==> src/design/tssp_pkg.sv <==
// Package for the track skew sequence picker: widths, table geometry and
// shared types. Used by every module of the block except tssp_ram.
package tssp_pkg;

  localparam int MaxSeqs = 16;
  localparam int IdxW = 4;
  localparam int PosW = 18;

  typedef struct packed {
    logic [15:0] start;
    logic [15:0] lim;
    logic [15:0] len;
    logic [15:0] chunk;
    logic [15:0] cap;
  } seq_entry_t;

  // Commands from the controller to the datapath.
  typedef struct packed {
    logic load;       // write the entry from the input item
    logic begin_step; // latch item, restart, start capacity fetch
    logic reduce;     // start modulo of the position
    logic eval;       // evaluate entry at cur index (division start)
    logic compare;    // fold result of the division
    logic finish;     // start rotations division / final result
    logic commit;     // update position and counters, present result
  } dp_cmd_t;

  typedef struct packed {
    logic div_busy;
    logic last_entry;
  } dp_sts_t;

  localparam logic [1:0] RegAbs = 2'd0;
  localparam logic [1:0] RegHead = 2'd1;
  localparam logic [1:0] RegCyl = 2'd2;
  localparam logic [1:0] RegCount = 2'd3;

endpackage

==> src/design/tssp_ctrl.sv <==
// Controller of the sequence picker: sequences load, reduction, entry walk
// and result handshake. Depends on tssp_pkg.
module tssp_ctrl
  import tssp_pkg::*;
(
  input  logic    clk,
  input  logic    rst_n,
  input  logic    in_fire,
  input  logic    in_mode,
  output logic    in_ready,
  output logic    out_valid,
  input  logic    out_ready,
  output logic    res_load,
  output logic    raddr_best,
  output logic    raddr_norm0,
  output dp_cmd_t cmd,
  input  dp_sts_t sts
);
  typedef enum logic [9:0] {
    S_IDLE = 10'b0000000001, S_RED = 10'b0000000010, S_REDW = 10'b0000000100,
    S_RD = 10'b0000001000, S_EVAL = 10'b0000010000, S_DIVW = 10'b0000100000,
    S_CMP = 10'b0001000000, S_FIN = 10'b0010000000, S_FINW = 10'b0100000000,
    S_OUT = 10'b1000000000
  } state_t;
  state_t st_r, st_nxt;
  logic ov_r, ov_nxt;
  logic [1:0] wc_r, wc_nxt;

  always_comb begin
    st_nxt = st_r; ov_nxt = ov_r; wc_nxt = wc_r;
    cmd = '0; res_load = 1'b0; raddr_best = 1'b0; raddr_norm0 = 1'b0;
    in_ready = (st_r == S_IDLE);
    if (ov_r && out_ready) ov_nxt = 1'b0;
    case (st_r)
      S_IDLE: if (in_fire) begin
        if (!in_mode) cmd.load = 1'b1;
        else begin cmd.begin_step = 1'b1; st_nxt = S_RED; end
      end
      S_RED: begin cmd.reduce = 1'b1; st_nxt = S_REDW; end
      S_REDW: if (!sts.div_busy) st_nxt = S_RD;
      S_RD: st_nxt = S_EVAL;
      S_EVAL: begin cmd.eval = 1'b1; st_nxt = S_DIVW; end
      S_DIVW: if (!sts.div_busy) st_nxt = S_CMP;
      S_CMP: begin
        cmd.compare = 1'b1;
        st_nxt = sts.last_entry ? S_FIN : S_RD;
        raddr_norm0 = sts.last_entry;
      end
      S_FIN: begin raddr_norm0 = 1'b1; cmd.finish = 1'b1; st_nxt = S_FINW; wc_nxt = 2'd0; end
      S_FINW: begin
        raddr_best = 1'b1;
        if (wc_r != 2'd2) wc_nxt = wc_r + 2'd1;
        if (!sts.div_busy && wc_r == 2'd2) st_nxt = S_OUT;
      end
      S_OUT: begin
        raddr_best = 1'b1;
        if (!ov_r || out_ready) begin
          cmd.commit = 1'b1; res_load = 1'b1;
          st_nxt = S_IDLE;
        end
      end
      default: st_nxt = S_IDLE;
    endcase
  end

  always_ff @(posedge clk) begin
    if (!rst_n) begin
      st_r <= S_IDLE; ov_r <= 1'b0; wc_r <= '0;
    end else begin
      st_r <= st_nxt; wc_r <= wc_nxt;
      ov_r <= res_load ? 1'b1 : ov_nxt;
    end
  end
  assign out_valid = ov_r;

  a_ready_idle: assert property (@(posedge clk) disable iff (!rst_n)
    in_ready |-> st_r == S_IDLE) else $error("ready outside idle");
  a_load_one: assert property (@(posedge clk) disable iff (!rst_n)
    res_load |=> out_valid) else $error("result lost");
  a_no_step_busy: assert property (@(posedge clk) disable iff (!rst_n)
    cmd.eval |-> !$past(sts.div_busy)) else $error("divider overlap");
endmodule

==> config.mk <==
export PLATFORM = sky130hd
export DESIGN_NAME = tssp_ctrl
export DESIGN_NICKNAME = d
export VERILOG_FILES = /design/src/design/tssp_pkg.sv /design/src/design/tssp_ctrl.sv
export SDC_FILE = /design/constraint.sdc
export NUM_CORES = 1
export LEC_CHECK = 0
export BUFFER_PORTS_ARGS = -buffer_cell sky130_fd_sc_hd__buf_2
export CORE_MARGIN = 3
export CORE_UTILIZATION = 51
export CTS_CLUSTER_DIAMETER = 150
export DETAILED_ROUTE_END_ITERATION = 8
export PLACE_DENSITY = 0.88
export SLEW_MARGIN = 20
export SYNTH_ARGS = -nofsm -noshare
export SYNTH_HDL_FRONTEND = slang
export SYNTH_SLANG_ARGS = --single-unit
==> constraint.sdc <==
create_clock -name clk -period 2.7 [get_ports clk]
set_clock_uncertainty 0.2 [all_clocks]
set_input_delay 0.54 -clock clk [delete_from_list [all_inputs] [get_ports clk]]
set_output_delay 0.54 -clock clk [all_outputs]
set_load 0.02 [all_outputs]
Word level (Yosys, flattened, before mapping)
Index checks and enable logic that the tools add are counted.
Widths: inputs -> output; s select.

storage, ports and cells
  register bits = 13
  bits in latches = 0
  memory bits (writable) = 0
  memory bits (read-only) = 0
  bits of input ports = 7
  output and inout port bits = 12
  logic and storage cells = 57
  memories = 0

cells by class
  $add $sub $neg = 1
  multiply operators = 0
  div/mod/pow operators = 0
  order comparisons = 0
  equal/unequal tests = 19
  shifts and indexed selects = 0
  mux-type cells = 24
  bitwise gates (word level) = 0
  reduce and logical (&&, ||, !) cells = 10

operator list
  kind                  count
  $pmux 10 s10          1
  $mux 10               6
  $ne 2x2->1 const B    8
  $mux 1                11
  $eq 10x1->1 const B   1
  $eq 10x10->1 const B  1
  $eq 10x2->1 const B   1
  $eq 10x3->1 const B   1
  $eq 10x4->1 const B   1
  $eq 10x5->1 const B   1
  $eq 10x6->1 const B   1
  $eq 10x7->1 const B   1
  $eq 10x8->1 const B   1
  $eq 10x9->1 const B   1
  $mux 8                1
  $mux 2                3
  $reduce_and 6->1      1
  $pmux 2 s2            1
  $reduce_bool 2->1     2
  $add 2x1->2 const B   1
  $eq 2x2->1 const B    1
  $logic_and 1x1->1     2
  $logic_not 1->1       2
  $pmux 1 s2            1
  other kinds (3)       3

Logic depth before layout (Yosys ltp)
Gate-level depths: netlist of the first run.

  depth after elaboration = 5
  depth in mapped cells = 7
  depth with buffers taken out = 7

Least setup slack after synthesis of the first run
OpenSTA, ideal clock, no wires.

  path kind = flip-flop to output port
  start point = register st_r[8]
  end point = output raddr_norm0
  arrival time = 2.011 ns
  required time = 1.960 ns
  path slack = -0.051 ns
  cell stages (with the launch flop) = 7
  buffers on the path = 1
  cell sequence = dfxtp_1 buf_6 or4_4 or3_4 nor2_1 nand2_1 o21ai_0

on the way
  cells in the longest elaborated chain, start to end = 2

RTL lines
  element                                     RTL line         source
  from (decl)                                 tssp_ctrl.sv:25  state_t st_r, st_nxt;
  from (signal assigned)                      tssp_ctrl.sv:70  st_r <= st_nxt; wc_r <= wc_nxt;
  $eq 10x8->1 or $eq 10x7->1 (tied branches)  tssp_ctrl.sv:34  case (st_r)
  $pmux 1 s2 *                                tssp_ctrl.sv:34
  to (decl)                                   tssp_ctrl.sv:15  output logic raddr_norm0,

Mark *: on every way between the ends. The rest lies on a longest branch, timed or not.

==> impl_metrics.yaml, run 1 <==
final_layout:
  drive_above_1_share_pct: 46.88
  regArea_um2: 271.5
  antenna_cells: 0
  utilization_pct: 77.10
  area_growth_syn_to_layout_pct: 32.41
  fillCellCount: 92
  fin_nets: 137
  multiInputGateArea_um2: 564.3
yosys:
  syn_nets: 108
  ys_ff_latch: 13
  syn-cell-area_um2: 814.5
  yosys_warnings: 0
  ys_seq_area_share_pct: 31.95
  yosys.area.top_type: "dfxtp_1"
  synth.area.top_cells: "dfxtp_1, nor2_1, nand2b_1, a21oi_1, nor4_1"
  postSynthCellCount: 100
  postSynth.asyncResetShare_pct: 0
  synthFlopType: "dfxtp_1"
  ys_types: 40
  synthDominantCellAreaShare_pct: 31.95
  synth-edff-count: 0
  syn-mean-instance-area_um2: 8.145
cts:
  cts_inserted_buffers: 3
  cts_tree: "built"
  clk_latency_ns: 0.28
  cts-root-buf: "clkbuf_4"
  cts_buffer_depth: 2
  htree_levels: 1
  clkTransAtPathRegs_ns: 0.08
  cts_num_sinks: 13
worst_setup_path:
  cpLargestDelayFamily: "simple AND/OR/NAND/NOR gates"
  timing.rr.end: "st_r[4]$_SDFFE_PN0P_"
  path_cells: "buf_4, nor4_1, nand2b_2, nor3b_2, buf_2"
  worst-path-buf-inv: 2
  arrival_ns: 2.04
  reg2reg_slack_ns: 0.45
  start_kind: "flop"
  r2r_cells: 7
  path_class: "flop to primary output"
  cpPeakStageDelay_ns: 0.58
  cp_max_fo: 8
  cp_data_required_time_ns: 1.96
  end_kind: "primary output"
  timing.rr.start: "st_r[2]$_SDFFE_PN0P_"
  crit_slowest_cell: "nor4_1"
  path_depth: 5
timing:
  layout_setup_ws_ns: -0.08076
  setup_viol: 4
  final_hold_viol_count: 0
  rsz0062_at_grt: "true"
  worst_slew_pin_slew_ns: 0.6193
  timing.fmax_ghz: 0.3596
  fin_crit_ns: 2.781
  slew_headroom_pct: 58.33
  post-route-period-util_pct: 103.0
  hold_slack_ns: 0.2682
  timing.final.max_slew_violations: 0
global_routing:
  grt-ovfl-total: 0
  grt_use_total_pct: 27.90
  grt_pass1_vias: 882
  grt_max_degree: 9
  grt_pass1_wl_mm: 4.188
  antenna_found_initial: 0
floorplan:
  core_um2: 1399
  die_x_um: 45.97
  die_y_um: 45.97
  dieArea_um2: 2113
  start_util_pct: 58.23
  core.rowCount: 13
  io_pins: 19
run_status:
  violations: "negative setup slack"
  status: "finished, violations left"
worst_hold_path:
  hp-class: "flop to flop"
  worstHoldPathCells: 2
  worstHoldEndpoint: "wc_r[1]$_SDFFE_PN0P_"
  min_from: "wc_r[1]$_SDFFE_PN0P_"
detailed_routing:
  antenna_left: 0
  via_per_inst: 6.923
  drt_iter0_markers: 95
  drc_errors: 0
  wl_per_cell_um: 20.31
  dr.pass1.iters: 5
  drt-total-wl_mm: 2.905
  num_vias: 990
placed_design:
  numPortBuffers: 18
  place_hpwl_mm: 1.598
  gp_congestion: 0.9322
power:
  power_density_nw_per_um2: 594.8
  ir_worst_vdd_mv: 0.3632
  power.leakage_uw: 0.0004504
flow_run:
  maxCapViolCount: 0
## worst reg2reg max path, cell delays in order, from the launching register on
cell      delay [ns]
dfxtp_4         0.38
buf_4           0.11
buf_4           0.10
or3b_2          0.46
o32a_2          0.38
o221ai_2        0.24
or2_4           0.21
nor3_1          0.06
## cell usage after synthesis (2+ instances only)
master and count:
nor2_1 14, dfxtp_1 13, a21oi_1 7, nand2b_1 7
nand2_1 6, nor4_1 5, nor3_1 4, inv_1 3
o21ai_0 3, or3_1 3, nor2b_1 2, or2_4 2
or3_2 2, or3b_2 2, or4_4 2
## power breakdown
group | switching, uW | internal, uW
combinational | 155 | 133
clock | 64.0 | 57.4
sequential | 25.1 | 207
total | 244 | 398
## metal layers
| layer | GRT usage (%) | vias up | share of wire (%) |
|---|---|---|---|
| met5 | 0 | - | 0 |
| met4 | 14.77 | 0 | 7.1 |
| met3 | 4.743 | 33 | 12 |
| met2 | 46.43 | 89 | 45 |
| met1 | 33.57 | 441 | 35 |
| li1 | - | 427 | - |
## cell families after synthesis
family                   synth area share [%]
AND/OR/NAND/NOR                         43.17
multiplexers                            1.229
buffers and inverters                   4.914
adder cells (fa/ha/maj)                 1.536
AO/OA/AOI/OAI                           16.13
flip-flops                              31.95
XOR/XNOR                                1.075
## repair_timing
| item | CTS | global route |
|---|---|---|
| cloned | 0 | 0 |
| hold buffers | 0 | 0 |
| setup buffers | 4 | 4 |
| endpoints found under the setup margin | 7 | 8 |
| pin swaps | 5 | 4 |
| gates resized for setup | 15 | 13 |
## layout make-up
cell class	instances	area share, %
multi-input cells	80	52.32
well taps	15	1.740
inverters	3	1.044
repair buffers	28	17.29
flip-flops and latches	13	25.17
clock buffers	4	2.436
## cell usage in the layout, fill, tap and decap left out, drive strengths merged, types with 3 or more instances in the layout
cell    synthesis  routed
or3             6       6
o21ai           3       3
dfxtp          13      13
or4             3       3
nor3            4       4
nand2b          7       7
inv             3       3
buf             3      28
clkbuf          1       4
nor2           15      15
a21oi           7       7
nor4            5       5
nand2           6       6
## state kept, by name, indices dropped and copies added, names as in the netlist
register / flops
wc_r: 2
out_valid: 1
st_r: 10
## per-stage QoR
| step | std cells | area, um^2 | setup WS (ns) | total power (uW) | TNS [ns] |
|---|---|---|---|---|---|
| after global routing | 143 | 1079 | -0.1029 | 680.1 | -0.4439 |
| after CTS | 139 | 1011 | -0.05023 | 594.7 | -0.06382 |
| after detailed placement | 131 | 912.1 | 0.1254 | 455.1 | 0 |
| after global placement | 131 | 912.1 | 0.2206 | 440.8 | 0 |
| final | 143 | 1079 | -0.08076 | 641.5 | -0.1594 |
| after floorplan | 100 | 817.0 | 0.02378 | 401.0 | 0 |
## how the worst max path moves through the flow
stage / end / start / slack [ns]
finish: cmd[4] / st_r[8]$_SDFFE_PN0P_ / -0.08
global route: cmd[4] / st_r[8]$_SDFFE_PN0P_ / -0.10
CTS: raddr_norm0 / st_r[2]$_SDFFE_PN0P_ / -0.05
detailed placement: cmd[4] / st_r[7]$_SDFFE_PN0P_ / 0.13
global placement: cmd[4] / st_r[7]$_SDFFE_PN0P_ / 0.22
floorplan: cmd[0] / st_r[1]$_SDFFE_PN0P_ / 0.02
(Power assumes the default switching activity.)
==> run 2, diff against run 1 <==
--- a/config.mk
+++ b/config.mk
@@ -6,7 +6,7 @@
 export NUM_CORES = 1
 export LEC_CHECK = 0
 export BUFFER_PORTS_ARGS = -buffer_cell sky130_fd_sc_hd__buf_2
-export CORE_MARGIN = 3
+export CORE_MARGIN = 4
 export CORE_UTILIZATION = 51
 export CTS_CLUSTER_DIAMETER = 150
 export DETAILED_ROUTE_END_ITERATION = 8
==> constraint.sdc (replaced) <==
create_clock -name clk -period 2.7 [get_ports clk]
set_clock_uncertainty 0.2 [all_clocks]
set_input_delay 0.135 -clock clk [delete_from_list [all_inputs] [get_ports clk]]
set_output_delay 0.135 -clock clk [all_outputs]
set_load 0.02 [all_outputs]
==> run 2 against run 1 <==
Effect of this change:
- the flow now finishes without violations
- critical path depth up 1
- highest routed layer unchanged
- non-clock buffer count down 7
- sequential share of layout area up 2.2 points
- via count down 17%
- final cell count down 4.2%
- clock power about the same
- combinational power down 22%
- maximum frequency up 13%
- die area up 8.9%
==> impl_metrics.yaml, run 2 (synthesis results as in run 1) <==
power:
  power_frac_comb_pct: 39.4
  switchingPower_uw: 203.8
  pwr-share-seq_pct: 39.5
  swShare_pct: 35.90
  power.leakage_uw: 0.0003952
  power_density_nw_per_um2: 596.3
  clkPwrFrac_pct: 21.1
  p_int_uw: 364.0
  ir_worst_vdd_mv: 0.3512
floorplan:
  die_x_um: 47.97
  start_util_pct: 54.07
  core_um2: 1506
  core.rowCount: 14
  die_y_um: 47.97
  io_pins: 19
  dieArea_um2: 2301
cts:
  cts_buffer_depth: 2
  clk_latency_ns: 0.27
  cts_tree: "built"
  cts_inserted_buffers: 3
  postCtsSetupBuffers: 0
  clkTransAtPathRegs_ns: 0.08
  htree_levels: 1
  cts_num_sinks: 13
  cts_hold_buf: 3
  cts-root-buf: "clkbuf_4"
  cts_resized: 0
detailed_routing:
  via_per_inst: 6.000
  drt-total-wl_mm: 1.972
  drt_iter0_markers: 35
  num_vias: 822
  wl_per_cell_um: 14.39
  drc_errors: 0
  dr.pass1.iters: 4
  antenna_left: 0
placed_design:
  gp_congestion: 0.8868
  numPortBuffers: 18
  place_hpwl_mm: 1.472
  post_dp_cell_area_um2: 895.9
worst_setup_path:
  cp_max_fo: 9
  path_class: "flop to primary output"
  arrival_ns: 2.12
  end_kind: "primary output"
  start_kind: "flop"
  cp_data_required_time_ns: 2.37
timing:
  timing.final.max_slew_violations: 0
  post-route-period-util_pct: 90.88
  fin_crit_ns: 2.454
  worst_slew_pin_slew_ns: 0.5364
  final_hold_viol_count: 0
  hold_slack_ns: 0.1400
  finalSetupTns_ns: 0
  slew_headroom_pct: 63.91
  rsz0062_at_grt: "false"
  setup_viol: 0
  timing.fmax_ghz: 0.4075
global_routing:
  grt_max_degree: 10
  antenna_found_initial: 0
  grt_use_total_pct: 19.20
  grt-ovfl-total: 0
  grt_pass1_wl_mm: 3.105
  grt_pass1_vias: 733
run_status:
  status: "finished clean"
flow_run:
  maxCapViolCount: 0
final_layout:
  antenna_cells: 0
  area_growth_syn_to_layout_pct: 16.90
  fillCellCount: 123
  mostFrequentLayoutCells: "buf_2, nor2_1, dfxtp_1, nand2b_1, a21oi_1"
  final_common_cell: "buf_2"
  fin_nets: 130
  stdcell_area_um2: 952.2
  drive_above_1_share_pct: 28.93
  utilization_pct: 63.21
  top_register: "st_r"
  largest_reg_flops: 10
worst_hold_path:
  hp-class: "primary input to flop"
## run 2: power by group through the flow
stage	Clock [uW]	Combinational (uW)	Sequential (uW)
floorplan	0	183	217
detailed placement	0	216	229
finish	120	224	224
CTS	123	222	224
global placement	0	214	228
global route	131	245	228
## run 2: per-stage QoR
| stage | setup slack, ns | cells | total power (uW) |
|---|---|---|---|
| after floorplan | 0.2430 | 100 | 400.1 |
| after global placement | 0.5808 | 130 | 441.4 |
| after detailed placement | 0.5669 | 130 | 445.0 |
| after CTS | 0.2505 | 137 | 568.5 |
| after global routing | 0.1171 | 137 | 604.1 |
| final | 0.2463 | 137 | 567.8 |
## run 2: metal layers
layer,GRT usage (%),share of wire [%]
met4,10.75,2.3
met1,26.17,44
met3,2.256,6.3
met5,0,0
met2,29.02,48
## run 2: cell type report
cell class	count	area [um^2]	area share [%]
multi-input cells	80	514.2	54.01
inverters	3	11.26	1.183
clock buffers	4	26.28	2.760
repair buffers	21	120.1	12.61
flip-flops and latches	13	260.3	27.33
well taps	16	20.02	2.102
## run 2: final timing paths
path,depth (start not counted),from,slack (ns),endpoint
worst min register to register,2,wc_r[1]$_SDFFE_PN0P_,0.26,wc_r[1]$_SDFFE_PN0P_
worst max-delay path,6,st_r[8]$_SDFFE_PN0P_,0.25,raddr_norm0
worst max register to register,5,st_r[8]$_SDFFE_PN0P_,0.56,wc_r[0]$_SDFFE_PN0P_
worst min-delay path,3,in_fire,0.14,st_r[0]$_SDFFE_PN1P_
## run 2: worst max-delay path: stages (launching register included)
cell,delay [ns]
dfxtp_1,0.40
or4_4,0.61
or3_4,0.37
nor2_1,0.14
nand2_1,0.09
o21ai_0,0.06
buf_2,0.18
==> run 3, diff against run 2 <==
--- a/config.mk
+++ b/config.mk
@@ -7,10 +7,10 @@
 export LEC_CHECK = 0
 export BUFFER_PORTS_ARGS = -buffer_cell sky130_fd_sc_hd__buf_2
 export CORE_MARGIN = 4
-export CORE_UTILIZATION = 51
+export CORE_UTILIZATION = 29
 export CTS_CLUSTER_DIAMETER = 150
 export DETAILED_ROUTE_END_ITERATION = 8
-export PLACE_DENSITY = 0.88
+export PLACE_DENSITY = 0.6
 export SLEW_MARGIN = 20
 export SYNTH_ARGS = -nofsm -noshare
 export SYNTH_HDL_FRONTEND = slang
==> run 3 against run 2 <==
Effect of this change:
- total power rose by 0.24%
- non-clock buffer count did not move
- worst hold slack improved by 0.014 ns
- global-route usage fell by 7.6 points
- sequential share of layout area fell by 0.49 points
- worst setup slack got worse by 0.011 ns
- first-iteration DRC count rose by 43%
- largest power group unchanged
- critical path depth did not move
- via count rose by 3.3%
- final cell count rose by 10%
==> impl_metrics.yaml, run 3 (synthesis results as in run 1) <==
run_status:
  status: "finished clean"
worst_hold_path:
  min_from: "in_mode"
  worstHoldPathCells: 3
  hp-class: "primary input to flop"
  worstHoldEndpoint: "st_r[0]$_SDFFE_PN1P_"
flow_run:
  maxCapViolCount: 0
cts:
  clk_latency_ns: 0.28
  cts-root-buf: "clkbuf_4"
  cts_tree: "built"
  htree_levels: 1
  cts_buffer_depth: 2
  cts_inserted_buffers: 3
  cts_resized: 0
  cts_num_sinks: 13
  postCtsSetupBuffers: 0
  cts_hold_buf: 3
  clkTransAtPathRegs_ns: 0.08
worst_setup_path:
  start_kind: "flop"
  r2r_cells: 5
  cp_max_fo: 9
  timing.rr.end: "st_r[6]$_SDFFE_PN0P_"
  reg2reg_slack_ns: 0.56
  end_kind: "primary output"
  timing.rr.start: "st_r[5]$_SDFFE_PN0P_"
  path_class: "flop to primary output"
  arrival_ns: 2.13
  cp_data_required_time_ns: 2.37
final_layout:
  final_common_cell: "buf_2"
  stdcell_area_um2: 969.7
  stdcell_count: 151
  utilization_pct: 37.77
  fin_nets: 130
  top_register: "st_r"
  area_growth_syn_to_layout_pct: 19.05
  mostFrequentLayoutCells: "buf_2, nor2_1, dfxtp_1, nand2b_1, a21oi_1"
  antenna_cells: 0
  largest_reg_flops: 10
  drive_above_1_share_pct: 28.93
timing:
  finalSetupTns_ns: 0
  fin_crit_ns: 2.465
  timing.final.max_slew_violations: 0
  slew_headroom_pct: 61.89
  rsz0062_at_grt: "false"
  setup_viol: 0
  worst_slew_pin_slew_ns: 0.5664
  post-route-period-util_pct: 91.29
  final_hold_viol_count: 0
  timing.fmax_ghz: 0.4057
floorplan:
  io_pins: 19
  start_util_pct: 31.73
  die_x_um: 61.00
  die_y_um: 61.00
  core.rowCount: 18
  core_um2: 2567
  dieArea_um2: 3720
global_routing:
  grt-ovfl-total: 0
  antenna_found_initial: 0
  grt_use_total_pct: 11.64
  grt_pass1_vias: 735
  grt_max_degree: 10
  grt_pass1_wl_mm: 3.298
placed_design:
  post_dp_cell_area_um2: 913.4
  numPortBuffers: 18
  place_hpwl_mm: 1.574
  dp.cells: 144
  gp_congestion: 0.8681
detailed_routing:
  antenna_left: 0
  drc_errors: 0
  via_per_inst: 5.623
  num_vias: 849
  drt_iter0_markers: 50
  dr.pass1.iters: 4
  drt-total-wl_mm: 1.996
  wl_per_cell_um: 13.22
power:
  power.leakage_uw: 0.0003952
  power_density_nw_per_um2: 587.0
  ir_worst_vdd_mv: 0.2852
## run 3: cell counts in the layout (fill, tap and decap cells not counted)
Identical to the previous run, type by type.
## run 3: routing by layer
| metal | global-route usage (%) | routed length, um |
|---|---|---|
| met5 | 0 | 0 |
| met4 | 5.573 | 37 |
| met2 | 18.47 | 972 |
| met1 | 15.67 | 829 |
| met3 | 1.277 | 157 |
## run 3: layout make-up
class                           count  area, um^2
Sequential cell                    13       260.3
Fill cell                         276        1598
Clock buffer                        4       26.28
Timing Repair Buffer               21       120.1
Multi-Input combinational cell     80       514.2
Inverter                            3       11.26
Tap cell                           30       37.54
## run 3: worst max path at each step
stage                               startpoint                    to  slack [ns]  cells past startpoint
after floorplan           st_r[8]$_SDFFE_PN0P_  wc_r[0]$_SDFFE_PN0P_        0.24                      6
after global placement    st_r[8]$_SDFFE_PN0P_           raddr_norm0        0.58                      6
after detailed placement  st_r[8]$_SDFFE_PN0P_           raddr_norm0        0.55                      6
after CTS                 st_r[8]$_SDFFE_PN0P_           raddr_norm0        0.22                      6
after global routing      st_r[8]$_SDFFE_PN0P_           raddr_norm0        0.09                      6
final                     st_r[8]$_SDFFE_PN0P_           raddr_norm0        0.24                      6
## run 3: stage by stage
stage | worst slack [ns] | hold WS, ns | power (uW)
after floorplan | 0.2430 | 0.01336 | 400.1
after global placement | 0.5752 | 0.1797 | 448.7
after detailed placement | 0.5522 | 0.1759 | 446.5
after CTS | 0.2185 | 0.1323 | 574.4
after global routing | 0.08841 | 0.1613 | 606.9
final | 0.2351 | 0.1535 | 569.2
## run 3: report_power, final
group	total, uW	internal, uW	switching [uW]	leakage (uW)
combinational	222	104	119	0.000275
clock	122	57.3	64.2	0.0000150
sequential	225	203	22.3	0.000105
total	569	364	205	0.000395
## run 3: critical path, stage by stage, from the launching register on
cell and delay (ns):
dfxtp_1 0.40, or4_4 0.60, or3_4 0.37, nor2_1 0.14, nand2_1 0.08, o21ai_0 0.07
buf_2 0.19
